**src/hdl/vtxo_pkg.sv**
```systemverilog
package vtxo_pkg;

  localparam logic [15:0] ETH_VLAN = 16'h8100;
  localparam logic [15:0] ETH_IPV4 = 16'h0800;
  localparam logic [15:0] ETH_IPV6 = 16'h86DD;

  localparam logic [6:0] POS_MAX       = 7'd127;
  localparam logic [6:0] POS_ETYPE_HI  = 7'd12;
  localparam logic [6:0] POS_ETYPE_LO  = 7'd13;
  localparam logic [6:0] POS_IETYPE_HI = 7'd16;
  localparam logic [6:0] POS_IETYPE_LO = 7'd17;
  localparam logic [6:0] L2_PLAIN      = 7'd14;
  localparam logic [6:0] L2_VLAN       = 7'd18;
  localparam logic [6:0] V4_PROTO_OFS  = 7'd9;
  localparam logic [6:0] TCP_DOFF_OFS  = 7'd12;
  localparam logic [6:0] V6_PROTO_OFS  = 7'd6;
  localparam logic [6:0] V6_DOFF_OFS   = 7'd52;
  localparam logic [5:0] V6_HDR_LEN    = 6'd40;

  localparam logic [7:0] FLAG_NEEDS_CSUM = 8'd1;
  localparam logic [6:0] GSO_TCPV4       = 7'd1;
  localparam logic [6:0] GSO_TCPV6       = 7'd4;

  localparam logic [7:0] PROTO_TCP  = 8'd6;
  localparam logic [7:0] PROTO_UDP  = 8'd17;
  localparam logic [7:0] PROTO_SCTP = 8'd132;

  localparam logic [15:0] CSUM_OFS_TCP  = 16'd16;
  localparam logic [15:0] CSUM_OFS_UDP  = 16'd6;
  localparam logic [15:0] CSUM_OFS_SCTP = 16'd8;

  localparam logic [7:0] IHL_MASK  = 8'h0f;
  localparam logic [7:0] DOFF_MASK = 8'hf0;

  typedef enum logic [1:0] {
    IP_NONE = 2'd0,
    IP_V4   = 2'd1,
    IP_V6   = 2'd2
  } ip_kind_t;

  typedef enum logic [1:0] {
    CSUM_NONE = 2'd0,
    CSUM_TCP  = 2'd1,
    CSUM_UDP  = 2'd2,
    CSUM_SCTP = 2'd3
  } csum_kind_t;

  typedef struct packed {
    logic [7:0]  pkt_byte;
    logic        byte_last;
    logic [7:0]  hdr_flags;
    logic [7:0]  hdr_gso_type;
    logic [15:0] hdr_csum_start;
    logic [15:0] hdr_csum_offset;
    logic [15:0] hdr_gso_size;
  } byte_item_t;

  typedef struct packed {
    logic [7:0]  flags;
    logic [7:0]  seg_kind;
    logic [15:0] ck_start;
    logic [15:0] ck_ofs;
    logic [15:0] seg_size;
    logic        vlan;
    ip_kind_t    ip_kind;
    logic [3:0]  ihl_words;
    logic [7:0]  proto;
    logic [3:0]  doff_words;
  } frame_t;

  typedef struct packed {
    logic [4:0]  l2_length;
    logic [5:0]  l3_length;
    logic [5:0]  l4_length;
    ip_kind_t    ip_kind;
    csum_kind_t  csum_kind;
    logic        tso_on;
    logic [15:0] tso_segment_size;
    logic        gso_unsupported;
  } result_t;

endpackage

```
**src/hdl/vtxo_fifo.sv**
```systemverilog
module vtxo_fifo #(
  parameter int DEPTH = 2
) (
  input  logic            clk,
  input  logic            rst_n,
  input  logic            push_i,
  input  vtxo_pkg::frame_t data_i,
  output logic            full_o,
  input  logic            pop_i,
  output logic            valid_o,
  output vtxo_pkg::frame_t data_o
);

  localparam int AW = (DEPTH > 1) ? $clog2(DEPTH) : 1;
  localparam int CW = $clog2(DEPTH + 1);

  vtxo_pkg::frame_t mem_r [DEPTH];
  logic [AW-1:0] wr_ptr_r, wr_ptr_nxt;
  logic [AW-1:0] rd_ptr_r, rd_ptr_nxt;
  logic [CW-1:0] count_r, count_nxt;
  logic          do_push, do_pop;

  assign full_o  = (count_r == CW'(DEPTH));
  assign valid_o = (count_r != '0);
  assign data_o  = mem_r[rd_ptr_r];
  assign do_push = push_i && !full_o;
  assign do_pop  = pop_i && valid_o;

  always_comb begin
    wr_ptr_nxt = wr_ptr_r;
    rd_ptr_nxt = rd_ptr_r;
    count_nxt  = count_r;
    if (do_push) begin
      wr_ptr_nxt = (wr_ptr_r == AW'(DEPTH - 1)) ? '0 : wr_ptr_r + AW'(1);
    end
    if (do_pop) begin
      rd_ptr_nxt = (rd_ptr_r == AW'(DEPTH - 1)) ? '0 : rd_ptr_r + AW'(1);
    end
    if (do_push && !do_pop) begin
      count_nxt = count_r + CW'(1);
    end else if (do_pop && !do_push) begin
      count_nxt = count_r - CW'(1);
    end
  end

  always_ff @(posedge clk) begin
    if (!rst_n) begin
      wr_ptr_r <= '0;
      rd_ptr_r <= '0;
      count_r  <= '0;
    end else begin
      wr_ptr_r <= wr_ptr_nxt;
      rd_ptr_r <= rd_ptr_nxt;
      count_r  <= count_nxt;
    end
  end

  always_ff @(posedge clk) begin
    if (do_push) begin
      mem_r[wr_ptr_r] <= data_i;
    end
  end

endmodule

```
**src/hdl/vtxo_front.sv**
```systemverilog
module vtxo_front (
  input  logic                 clk,
  input  logic                 rst_n,
  input  logic                 accept_i,
  input  vtxo_pkg::byte_item_t item_i,
  output logic                 push_o,
  output vtxo_pkg::frame_t     frame_o
);

  logic [6:0]  pos_r, pos_nxt;
  logic [7:0]  flags_r, flags_nxt;
  logic [7:0]  seg_kind_r, seg_kind_nxt;
  logic [15:0] ck_start_r, ck_start_nxt;
  logic [15:0] ck_ofs_r, ck_ofs_nxt;
  logic [15:0] seg_size_r, seg_size_nxt;
  logic [15:0] ether_kind_r, ether_kind_nxt;
  logic [3:0]  ihl_r, ihl_nxt;
  logic [7:0]  proto_r, proto_nxt;
  logic [3:0]  doff_r, doff_nxt;
  logic        vlan_r, vlan_nxt;

  logic [6:0]  l2;
  logic [15:0] etype_lo;
  logic [7:0]  b;
  logic        first;

  assign b        = item_i.pkt_byte;
  assign first    = (pos_r == '0);
  assign l2       = vlan_r ? vtxo_pkg::L2_VLAN : vtxo_pkg::L2_PLAIN;
  assign etype_lo = {ether_kind_r[15:8], b};

  // per-byte header capture
  always_comb begin
    flags_nxt      = first ? item_i.hdr_flags       : flags_r;
    seg_kind_nxt   = first ? item_i.hdr_gso_type    : seg_kind_r;
    ck_start_nxt   = first ? item_i.hdr_csum_start  : ck_start_r;
    ck_ofs_nxt     = first ? item_i.hdr_csum_offset : ck_ofs_r;
    seg_size_nxt   = first ? item_i.hdr_gso_size    : seg_size_r;
    ether_kind_nxt = ether_kind_r;
    vlan_nxt       = vlan_r;
    ihl_nxt        = ihl_r;
    proto_nxt      = proto_r;
    doff_nxt       = doff_r;
    pos_nxt        = (pos_r == vtxo_pkg::POS_MAX) ? pos_r : pos_r + 7'd1;

    priority if (pos_r == vtxo_pkg::POS_ETYPE_HI) begin
      ether_kind_nxt = {b, 8'h00};
    end else if (pos_r == vtxo_pkg::POS_ETYPE_LO) begin
      if (etype_lo == vtxo_pkg::ETH_VLAN) begin
        vlan_nxt       = 1'b1;
        ether_kind_nxt = '0;
      end else begin
        ether_kind_nxt = etype_lo;
      end
    end else if (vlan_r && pos_r == vtxo_pkg::POS_IETYPE_HI) begin
      ether_kind_nxt = {b, 8'h00};
    end else if (vlan_r && pos_r == vtxo_pkg::POS_IETYPE_LO) begin
      ether_kind_nxt = ether_kind_r | {8'h00, b};
    end

    if (pos_r >= l2) begin
      if (ether_kind_nxt == vtxo_pkg::ETH_IPV4) begin
        if (pos_r == l2) begin
          ihl_nxt = 4'(b & vtxo_pkg::IHL_MASK);
        end
        if (pos_r == l2 + vtxo_pkg::V4_PROTO_OFS) begin
          proto_nxt = b;
        end
        if (pos_r == l2 + {1'b0, ihl_nxt, 2'b00} + vtxo_pkg::TCP_DOFF_OFS) begin
          doff_nxt = 4'((b & vtxo_pkg::DOFF_MASK) >> 4);
        end
      end else if (ether_kind_nxt == vtxo_pkg::ETH_IPV6) begin
        if (pos_r == l2 + vtxo_pkg::V6_PROTO_OFS) begin
          proto_nxt = b;
        end
        if (pos_r == l2 + vtxo_pkg::V6_DOFF_OFS) begin
          doff_nxt = 4'((b & vtxo_pkg::DOFF_MASK) >> 4);
        end
      end
    end
  end

  // frame summary written into the queue for the back end
  always_comb begin
    frame_o.flags      = flags_nxt;
    frame_o.seg_kind   = seg_kind_nxt;
    frame_o.ck_start   = ck_start_nxt;
    frame_o.ck_ofs     = ck_ofs_nxt;
    frame_o.seg_size   = seg_size_nxt;
    frame_o.vlan       = vlan_nxt;
    frame_o.ihl_words  = ihl_nxt;
    frame_o.proto      = proto_nxt;
    frame_o.doff_words = doff_nxt;
    if (ether_kind_nxt == vtxo_pkg::ETH_IPV4) begin
      frame_o.ip_kind = vtxo_pkg::IP_V4;
    end else if (ether_kind_nxt == vtxo_pkg::ETH_IPV6) begin
      frame_o.ip_kind = vtxo_pkg::IP_V6;
    end else begin
      frame_o.ip_kind = vtxo_pkg::IP_NONE;
    end
  end

  assign push_o = accept_i && item_i.byte_last;

  always_ff @(posedge clk) begin
    if (!rst_n || push_o) begin
      pos_r        <= '0;
      flags_r      <= '0;
      seg_kind_r   <= '0;
      ck_start_r   <= '0;
      ck_ofs_r     <= '0;
      seg_size_r   <= '0;
      ether_kind_r <= '0;
      ihl_r        <= '0;
      proto_r      <= '0;
      doff_r       <= '0;
      vlan_r       <= 1'b0;
    end else if (accept_i) begin
      pos_r        <= pos_nxt;
      flags_r      <= flags_nxt;
      seg_kind_r   <= seg_kind_nxt;
      ck_start_r   <= ck_start_nxt;
      ck_ofs_r     <= ck_ofs_nxt;
      seg_size_r   <= seg_size_nxt;
      ether_kind_r <= ether_kind_nxt;
      ihl_r        <= ihl_nxt;
      proto_r      <= proto_nxt;
      doff_r       <= doff_nxt;
      vlan_r       <= vlan_nxt;
    end
  end

endmodule

```
**src/hdl/vtxo_back.sv**
```systemverilog
module vtxo_back (
  input  logic              clk,
  input  logic              rst_n,
  input  logic              q_valid_i,
  input  vtxo_pkg::frame_t  q_data_i,
  output logic              q_pop_o,
  output logic              out_valid_o,
  input  logic              out_pop_i,
  output vtxo_pkg::result_t result_o
);

  logic              valid_r, valid_nxt;
  vtxo_pkg::result_t result_r, result_nxt;
  logic              active;
  logic [4:0]        l2;
  logic [5:0]        l3;
  logic [7:0]        proto;
  logic [6:0]        gso_base;
  logic              csum_ok;

  assign q_pop_o = q_valid_i && (!valid_r || out_pop_i);

  // offload decision for one frame
  always_comb begin
    active   = (q_data_i.flags != '0) || (q_data_i.seg_kind != '0);
    l2       = q_data_i.vlan ? 5'(vtxo_pkg::L2_VLAN) : 5'(vtxo_pkg::L2_PLAIN);
    gso_base = q_data_i.seg_kind[6:0];
    l3       = '0;
    proto    = '0;
    if (q_data_i.ip_kind == vtxo_pkg::IP_V4) begin
      l3    = {q_data_i.ihl_words, 2'b00};
      proto = q_data_i.proto;
    end else if (q_data_i.ip_kind == vtxo_pkg::IP_V6) begin
      l3    = vtxo_pkg::V6_HDR_LEN;
      proto = q_data_i.proto;
    end
    csum_ok = (q_data_i.flags == vtxo_pkg::FLAG_NEEDS_CSUM) &&
              (q_data_i.ck_start == 16'(l2) + 16'(l3));

    result_nxt = '0;
    if (active) begin
      result_nxt.l2_length = l2;
      result_nxt.l3_length = l3;
      result_nxt.ip_kind   = q_data_i.ip_kind;
      if (csum_ok) begin
        priority if (q_data_i.ck_ofs == vtxo_pkg::CSUM_OFS_TCP &&
                     proto == vtxo_pkg::PROTO_TCP) begin
          result_nxt.csum_kind = vtxo_pkg::CSUM_TCP;
        end else if (q_data_i.ck_ofs == vtxo_pkg::CSUM_OFS_UDP &&
                     proto == vtxo_pkg::PROTO_UDP) begin
          result_nxt.csum_kind = vtxo_pkg::CSUM_UDP;
        end else if (q_data_i.ck_ofs == vtxo_pkg::CSUM_OFS_SCTP &&
                     proto == vtxo_pkg::PROTO_SCTP) begin
          result_nxt.csum_kind = vtxo_pkg::CSUM_SCTP;
        end else begin
          result_nxt.csum_kind = vtxo_pkg::CSUM_NONE;
        end
      end
      if (q_data_i.seg_kind != '0) begin
        if (gso_base == vtxo_pkg::GSO_TCPV4 || gso_base == vtxo_pkg::GSO_TCPV6) begin
          result_nxt.tso_on           = 1'b1;
          result_nxt.tso_segment_size = q_data_i.seg_size;
          if (q_data_i.ip_kind != vtxo_pkg::IP_NONE) begin
            result_nxt.l4_length = {q_data_i.doff_words, 2'b00};
          end
        end else begin
          result_nxt.gso_unsupported = 1'b1;
        end
      end
    end
  end

  always_comb begin
    valid_nxt = valid_r;
    if (q_pop_o) begin
      valid_nxt = 1'b1;
    end else if (out_pop_i) begin
      valid_nxt = 1'b0;
    end
  end

  always_ff @(posedge clk) begin
    if (!rst_n) begin
      valid_r <= 1'b0;
    end else begin
      valid_r <= valid_nxt;
    end
  end

  always_ff @(posedge clk) begin
    if (q_pop_o) begin
      result_r <= result_nxt;
    end
  end

  assign out_valid_o = valid_r;
  assign result_o    = result_r;

endmodule

```
**src/hdl/virtio_tx_offload_header_parser.sv**
```systemverilog
// transmit offload header parser
//
// input queue side: one frame byte per transaction (push, full), starting at
// the destination mac; the virtio header fields are sampled on the first byte
// of each frame and in_byte_last marks the final byte.
// result queue side: one offload descriptor per frame (empty, pop); the
// oldest descriptor stays on the out_ ports while empty is low.
//
// throughput: one byte per cycle while full is low. a front end captures
// header fields as bytes pass; on the last byte it writes a frame summary
// into a queue of QUEUE_DEPTH entries. a back end turns each summary into a
// descriptor in its output register, one frame per cycle while that register
// is empty or popped. the summary enters the queue at the edge that takes
// the last byte, and the descriptor follows once the back end loads it.
// when the receiver stalls, the output register holds and the queue fills;
// full rises once QUEUE_DEPTH summaries wait, which stalls all input bytes.
// reset (synchronous, rst_n low) clears the frame state, the queue and the
// output register's valid flag; empty is high right after reset.
module virtio_tx_offload_header_parser #(
  parameter int QUEUE_DEPTH = 2
) (
  input  logic        clk,
  input  logic        rst_n,
  input  logic        push,
  output logic        full,
  input  logic [7:0]  in_pkt_byte,
  input  logic        in_byte_last,
  input  logic [7:0]  in_hdr_flags,
  input  logic [7:0]  in_hdr_gso_type,
  input  logic [15:0] in_hdr_csum_start,
  input  logic [15:0] in_hdr_csum_offset,
  input  logic [15:0] in_hdr_gso_size,
  output logic        empty,
  input  logic        pop,
  output logic [4:0]  out_l2_length,
  output logic [5:0]  out_l3_length,
  output logic [5:0]  out_l4_length,
  output logic [1:0]  out_ip_kind,
  output logic [1:0]  out_csum_kind,
  output logic        out_tso_on,
  output logic [15:0] out_tso_segment_size,
  output logic        out_gso_unsupported
);

  vtxo_pkg::byte_item_t item;
  vtxo_pkg::frame_t     frame_in;
  vtxo_pkg::frame_t     frame_out;
  vtxo_pkg::result_t    result;
  logic                 accept;
  logic                 frame_push;
  logic                 q_full;
  logic                 q_valid;
  logic                 q_pop;
  logic                 out_valid;

  assign item.pkt_byte        = in_pkt_byte;
  assign item.byte_last       = in_byte_last;
  assign item.hdr_flags       = in_hdr_flags;
  assign item.hdr_gso_type    = in_hdr_gso_type;
  assign item.hdr_csum_start  = in_hdr_csum_start;
  assign item.hdr_csum_offset = in_hdr_csum_offset;
  assign item.hdr_gso_size    = in_hdr_gso_size;

  assign full   = q_full;
  assign accept = push && !q_full;

  vtxo_front u_front (
    .clk      (clk),
    .rst_n    (rst_n),
    .accept_i (accept),
    .item_i   (item),
    .push_o   (frame_push),
    .frame_o  (frame_in)
  );

  vtxo_fifo #(
    .DEPTH (QUEUE_DEPTH)
  ) u_queue (
    .clk     (clk),
    .rst_n   (rst_n),
    .push_i  (frame_push),
    .data_i  (frame_in),
    .full_o  (q_full),
    .pop_i   (q_pop),
    .valid_o (q_valid),
    .data_o  (frame_out)
  );

  vtxo_back u_back (
    .clk         (clk),
    .rst_n       (rst_n),
    .q_valid_i   (q_valid),
    .q_data_i    (frame_out),
    .q_pop_o     (q_pop),
    .out_valid_o (out_valid),
    .out_pop_i   (pop),
    .result_o    (result)
  );

  assign empty                = !out_valid;
  assign out_l2_length        = result.l2_length;
  assign out_l3_length        = result.l3_length;
  assign out_l4_length        = result.l4_length;
  assign out_ip_kind          = result.ip_kind;
  assign out_csum_kind        = result.csum_kind;
  assign out_tso_on           = result.tso_on;
  assign out_tso_segment_size = result.tso_segment_size;
  assign out_gso_unsupported  = result.gso_unsupported;

endmodule

```
**config.mk**
```make
export PLATFORM = sky130hd
export DESIGN_NAME = virtio_tx_offload_header_parser
export DESIGN_NICKNAME = d
export VERILOG_FILES = /design/src/hdl/vtxo_pkg.sv /design/src/hdl/vtxo_fifo.sv /design/src/hdl/vtxo_front.sv /design/src/hdl/vtxo_back.sv /design/src/hdl/virtio_tx_offload_header_parser.sv
export SDC_FILE = /design/constraint.sdc
export NUM_CORES = 1
export LEC_CHECK = 0
export BUFFER_PORTS_ARGS = -buffer_cell sky130_fd_sc_hd__buf_2
export CAP_MARGIN = 20
export CELL_PAD_IN_SITES_DETAIL_PLACEMENT = 1
export CELL_PAD_IN_SITES_GLOBAL_PLACEMENT = 1
export CORE_ASPECT_RATIO = 1.4
export CORE_UTILIZATION = 53
export DETAILED_ROUTE_END_ITERATION = 8
export PLACE_DENSITY = 0.95
export SYNTH_ARGS = -nofsm -noshare
export SYNTH_HDL_FRONTEND = slang
export SYNTH_HIERARCHICAL = 1
export SYNTH_SLANG_ARGS = --single-unit
export TNS_END_PERCENT = 5
```
**constraint.sdc**
```tcl
create_clock -name clk -period 12.1 [get_ports clk]
set_input_delay 0.605 -clock clk [delete_from_list [all_inputs] [get_ports clk]]
set_output_delay 0.605 -clock clk [all_outputs]
set_load 0.02 [all_outputs]
```
==> results.txt <==
The run finished, with violations left. The final reports fail on design-rule violations. The largest total area in the synthesized netlist belongs to sky130_fd_sc_hd__edfxtp_1. The hold buffer count at cts is 0. The final weighted congestion of routability-driven global placement came out at about 0.85. The critical-path maximum fanout is 8. The maximum clock insertion buffer count is 3. The first global-routing pass estimated around 60000 um of wire. The share of total power in sequential cells came out at 0.450.

The share of synthesized area in the top cell type comes to 0.434. The cell internal power dissipation is between 0.002 and 0.0025 W. CTS built an H-tree with a depth of 1. The combinational share of power came out at 0.278. The tree built by TritonCTS fans out to between 300 and 400 sinks.

The worst ir drop on vdd came out at ~120 uV. The count of yosys warnings during synthesis came out at 6. The path class of the tightest hold or removal check is in2reg. The DRC violations left is 22.

The flip-flop and latch count after synthesis is roughly 310. The number of pins with negative max-slew slack in the final report came out at 0. From synthesis to final layout, the design area changed by 12.0%. Of all flip-flops after synthesis, the portion carrying an async set or reset was 0. The number of antenna violations at the first check in global routing is 1. The fmax came out at around 0.21 GHz.

The overall die height came out at a little under 200 um. In the post-route analysis, the smallest setup slack over all paths is 7.43 ns. The measured slew at the worst slew-check pin is 1.05 ns.

The area of the core region is ~25000 um2. The endpoint arrival time on the critical path came out at 4.96 ns. The distinct cell type count after synthesis is 83.

Across the run, the number of max-cap violations was 0. Clock latency on the worst-skew pair, taken at its later pin, is between 0.5 and 0.6 ns. The via count came out at about 9.5k.

The number of synthesized flops with an enable pin came out at 199. The number of failing hold endpoints at the final stage was 0. STA classifies the critical path endpoint as a register. The leakage power is approximately 5.6 nW. The die width is ~140 um. The post-synth design cell area came out at around 14000 um2.

The required time reported for the critical path endpoint is between 10 and 15 ns. The relative contribution of the clock network to total power is 0.272. Of the available clock period, the critical path in the final layout requires 0.386. In the final routed layout, each cell accounts on average for between 20 and 30 um. The number of global-route vias before repair came to 10.3k. The post-CTS repair timing setup buffer count came out at 0.

The final count of negative-setup-slack endpoints is 0. The die area came out at roughly 27000 um2. The fraction of the yosys area taken by sequential cells came out at 0.594. The global-route total usage across every layer is 0.309. Buffers inserted during clock tree synthesis total 29. Timing analysis after detailed placement gives a worst setup slack of roughly 7.5 ns. The critical path in this run is classified as reg2reg. Setup repair after global routing left no endpoint under its margin. For this run, the post-layout net count is around 1.3k. TritonCTS built the clock tree. The post-CTS clock slew at the launch and capture registers of the worst setup and hold paths is about 0.06 ns. Averaged over all synthesized cells, the footprint is ~12 um2. The nature of the critical path startpoint is a register. The routed wire length came out at 40900 um.

The count of antenna-violating nets left after detailed routing is 0. The number of DRC markers after the initial detailed-route iteration came out at 788. Dividing the detail-routed via count by the number of cells gives ~6.

Dividing total power by cell area gives a power density of 210 nW/um2. For the final routed database, the setup TNS stands at 0 ns. In the post-synthesis netlist, the biggest area contributors are sky130_fd_sc_hd__edfxtp_1, sky130_fd_sc_hd__dfxtp_1, sky130_fd_sc_hd__mux2_2.

The worst max-slew margin expressed relative to the limit is 0.297. The total power draw came out at 0.00324 W. The sequential cell area is between 8000 and 9000 um2. The aggregate global routing overflow came out at 0. The post-layout minimum cycle time is around 4.7 ns. The count of boundary I/O pins came out at between 100 and 150.

The placement row count came out at 69. CTS placed an instance of sky130_fd_sc_hd__clkbuf_16 at the clock tree root. The multi-input combinational cells in the finished layout cover a total of 5170 um2. The number of fill cells came out at around 2.5k.

Buffers placed on the I/O ports in this run total roughly 110. For this run, the detailed router's first-pass iteration total came to 7. The switching power share of the total came out at 0.333. The utilization after layout is 0.605.

The HPWL after detailed placement is between 20000 and 25000 um. The share of layout cells above drive strength 1 is 0.243. For this configuration, the core starts out at a cell density of 0.540. The worst clock skew is about 0.018 ns. In the synthesized netlist the dominant register cell turns out to be sky130_fd_sc_hd__edfxtp_1.

Gates resized during post-CTS repair numbered 0. The cell count after synthesis came out at 1104. The pin count of the biggest net entering global routing came out at just over 90.

In this run the power spent charging and discharging nets is about 0.0011 W.
[placed cells by master, fill, tap and decap left out, types with 7 or more instances in the layout]
cell type | synthesis | routed
sky130_fd_sc_hd__nor4_1 | 11 | 11
sky130_fd_sc_hd__xor2_1 | 9 | 9
sky130_fd_sc_hd__edfxtp_1 | 199 | 199
sky130_fd_sc_hd__clkbuf_16 | 0 | 29
sky130_fd_sc_hd__xnor2_1 | 10 | 10
sky130_fd_sc_hd__ha_1 | 17 | 17
sky130_fd_sc_hd__nand4_1 | 15 | 15
sky130_fd_sc_hd__and2_1 | 32 | 32
sky130_fd_sc_hd__buf_2 | 2 | 112
sky130_fd_sc_hd__dfxtp_1 | 110 | 109
sky130_fd_sc_hd__inv_1 | 26 | 26
sky130_fd_sc_hd__nor2_1 | 169 | 169
sky130_fd_sc_hd__buf_4 | 8 | 7
sky130_fd_sc_hd__mux2_2 | 89 | 89
sky130_fd_sc_hd__mux2_1 | 70 | 70
sky130_fd_sc_hd__nand3_1 | 14 | 14
sky130_fd_sc_hd__mux2_4 | 7 | 7
sky130_fd_sc_hd__clkbuf_1 | 34 | 13
sky130_fd_sc_hd__o21ai_0 | 17 | 17
sky130_fd_sc_hd__nand2_1 | 24 | 23
sky130_fd_sc_hd__a21oi_1 | 23 | 23
sky130_fd_sc_hd__nor3_1 | 79 | 79
sky130_fd_sc_hd__mux2i_1 | 13 | 13
sky130_fd_sc_hd__a22oi_1 | 8 | 8
[final timing paths]
kind / start / end / slack (ns) / cells after the start
min: rst_n / u_back/out_valid_o / 0.38 / 2
max reg2reg: u_front/vlan_r / u_queue/mem_r[1][3] / 7.43 / 17
max: u_front/vlan_r / u_queue/mem_r[1][3] / 7.43 / 17
min reg2reg: u_front/proto_r[0] / u_front/proto_r[0] / 0.48 / 2
[sequential cells by signal, summed over array words and instances (netlist names), named ones only]
register / cells
u_back/out_valid_o: 1
u_queue/mem_r: 166
u_back/result_o: 33
u_front/pos_r: 7
u_queue/count_r: 2
u_front/vlan_r: 1
u_front/ihl_r: 4
u_front/proto_r: 8
u_queue/rd_ptr_r: 1
u_front/seg_size_r: 16
u_front/flags_r: 8
u_queue/wr_ptr_r: 1
u_front/ck_start_r: 16
u_front/ether_kind_r: 16
u_front/ck_ofs_r: 16
u_front/seg_kind_r: 8
u_front/doff_r: 4
[critical path: stages, from the launching register on]
cell                       delay (ns)
sky130_fd_sc_hd__dfxtp_1         0.52
sky130_fd_sc_hd__inv_1           0.13
sky130_fd_sc_hd__ha_1            0.31
sky130_fd_sc_hd__nand3_1         0.07
sky130_fd_sc_hd__nor2_1          0.30
sky130_fd_sc_hd__mux2_2          0.41
sky130_fd_sc_hd__inv_1           0.07
sky130_fd_sc_hd__ha_1            0.22
sky130_fd_sc_hd__inv_1           0.06
sky130_fd_sc_hd__ha_1            0.17
sky130_fd_sc_hd__inv_1           0.07
sky130_fd_sc_hd__fa_1            0.56
sky130_fd_sc_hd__xor2_1          0.15
sky130_fd_sc_hd__nand4_1         0.12
sky130_fd_sc_hd__nor3_1          0.28
sky130_fd_sc_hd__nand4_1         0.19
sky130_fd_sc_hd__a21boi_2        0.37
sky130_fd_sc_hd__mux2_2          0.40
[final cells by class]
type	count	area share
Timing Repair Buffer	122	0.0441
Antenna cell	1	0.000162
Sequential cell	309	0.531
Multi-Input combinational cell	712	0.335
Inverter	28	0.00682
Clock inverter	6	0.00227
Clock buffer	47	0.0547
Tap cell	319	0.0259
[Yosys cell counts (5+ instances only)]
| library cell | n |
|---|---|
| sky130_fd_sc_hd__nor3_1 | 79 |
| sky130_fd_sc_hd__mux2_1 | 70 |
| sky130_fd_sc_hd__a22oi_1 | 8 |
| sky130_fd_sc_hd__xnor2_1 | 10 |
| sky130_fd_sc_hd__buf_6 | 12 |
| sky130_fd_sc_hd__nand3_1 | 14 |
| sky130_fd_sc_hd__o21ai_0 | 17 |
| sky130_fd_sc_hd__mux2_2 | 89 |
| sky130_fd_sc_hd__nand2_1 | 24 |
| sky130_fd_sc_hd__and2_1 | 32 |
| sky130_fd_sc_hd__nor4_1 | 11 |
| sky130_fd_sc_hd__clkbuf_1 | 34 |
| sky130_fd_sc_hd__mux2i_1 | 13 |
| sky130_fd_sc_hd__dfxtp_1 | 110 |
| sky130_fd_sc_hd__buf_4 | 8 |
| sky130_fd_sc_hd__nor2_1 | 169 |
| sky130_fd_sc_hd__ha_1 | 17 |
| sky130_fd_sc_hd__inv_1 | 26 |
| sky130_fd_sc_hd__edfxtp_1 | 199 |
| sky130_fd_sc_hd__xor2_1 | 9 |
| sky130_fd_sc_hd__a21oi_1 | 23 |
| sky130_fd_sc_hd__nand4_1 | 15 |
| sky130_fd_sc_hd__o21a_1 | 5 |
| sky130_fd_sc_hd__mux2_4 | 7 |
| sky130_fd_sc_hd__or2_2 | 5 |
[cells by family (layout without fill, tap and decap cells)]
family,after synthesis,count (layout),share of synthesized area
simple gates,394,394,0.146
flops,309,309,0.594
mux,179,179,0.147
compound gates,95,95,0.0476
buf+inv,87,203,0.0329
xor+xnor,20,20,0.0138
fa+ha+maj,19,19,0.0184
other cells,1,6,0.000272
[per-stage QoR]
stage	instance area, um2	hold slack, ns	cells
6_report	15400	0.376	1544
3_5_place_dp	14500	0.451	1487
5_1_grt	15400	0.383	1544
4_1_cts	15300	0.361	1540
3_3_place_gp	14500	0.431	1487
2_1_floorplan	13800	0.423	1108
[power by group through the flow]
stage	Clock [W]	Sequential, W	Combinational (W)
after detailed placement	0	0.00147	0.000842
after global routing	0.000921	0.00147	0.000948
after floorplan	0	0.00149	0.000559
final	0.000879	0.00146	0.000901
after global placement	0	0.00144	0.000778
after CTS	0.000888	0.00146	0.000880
[routing by layer]
| metal | share of wire | track usage |
|---|---|---|
| met5 | 0 | 0 |
| met4 | 0.049 | 0.172 |
| met3 | 0.054 | 0.0427 |
| met2 | 0.53 | 0.578 |
| met1 | 0.37 | 0.340 |
No activity file was read; power rests on OpenSTA's default activity.
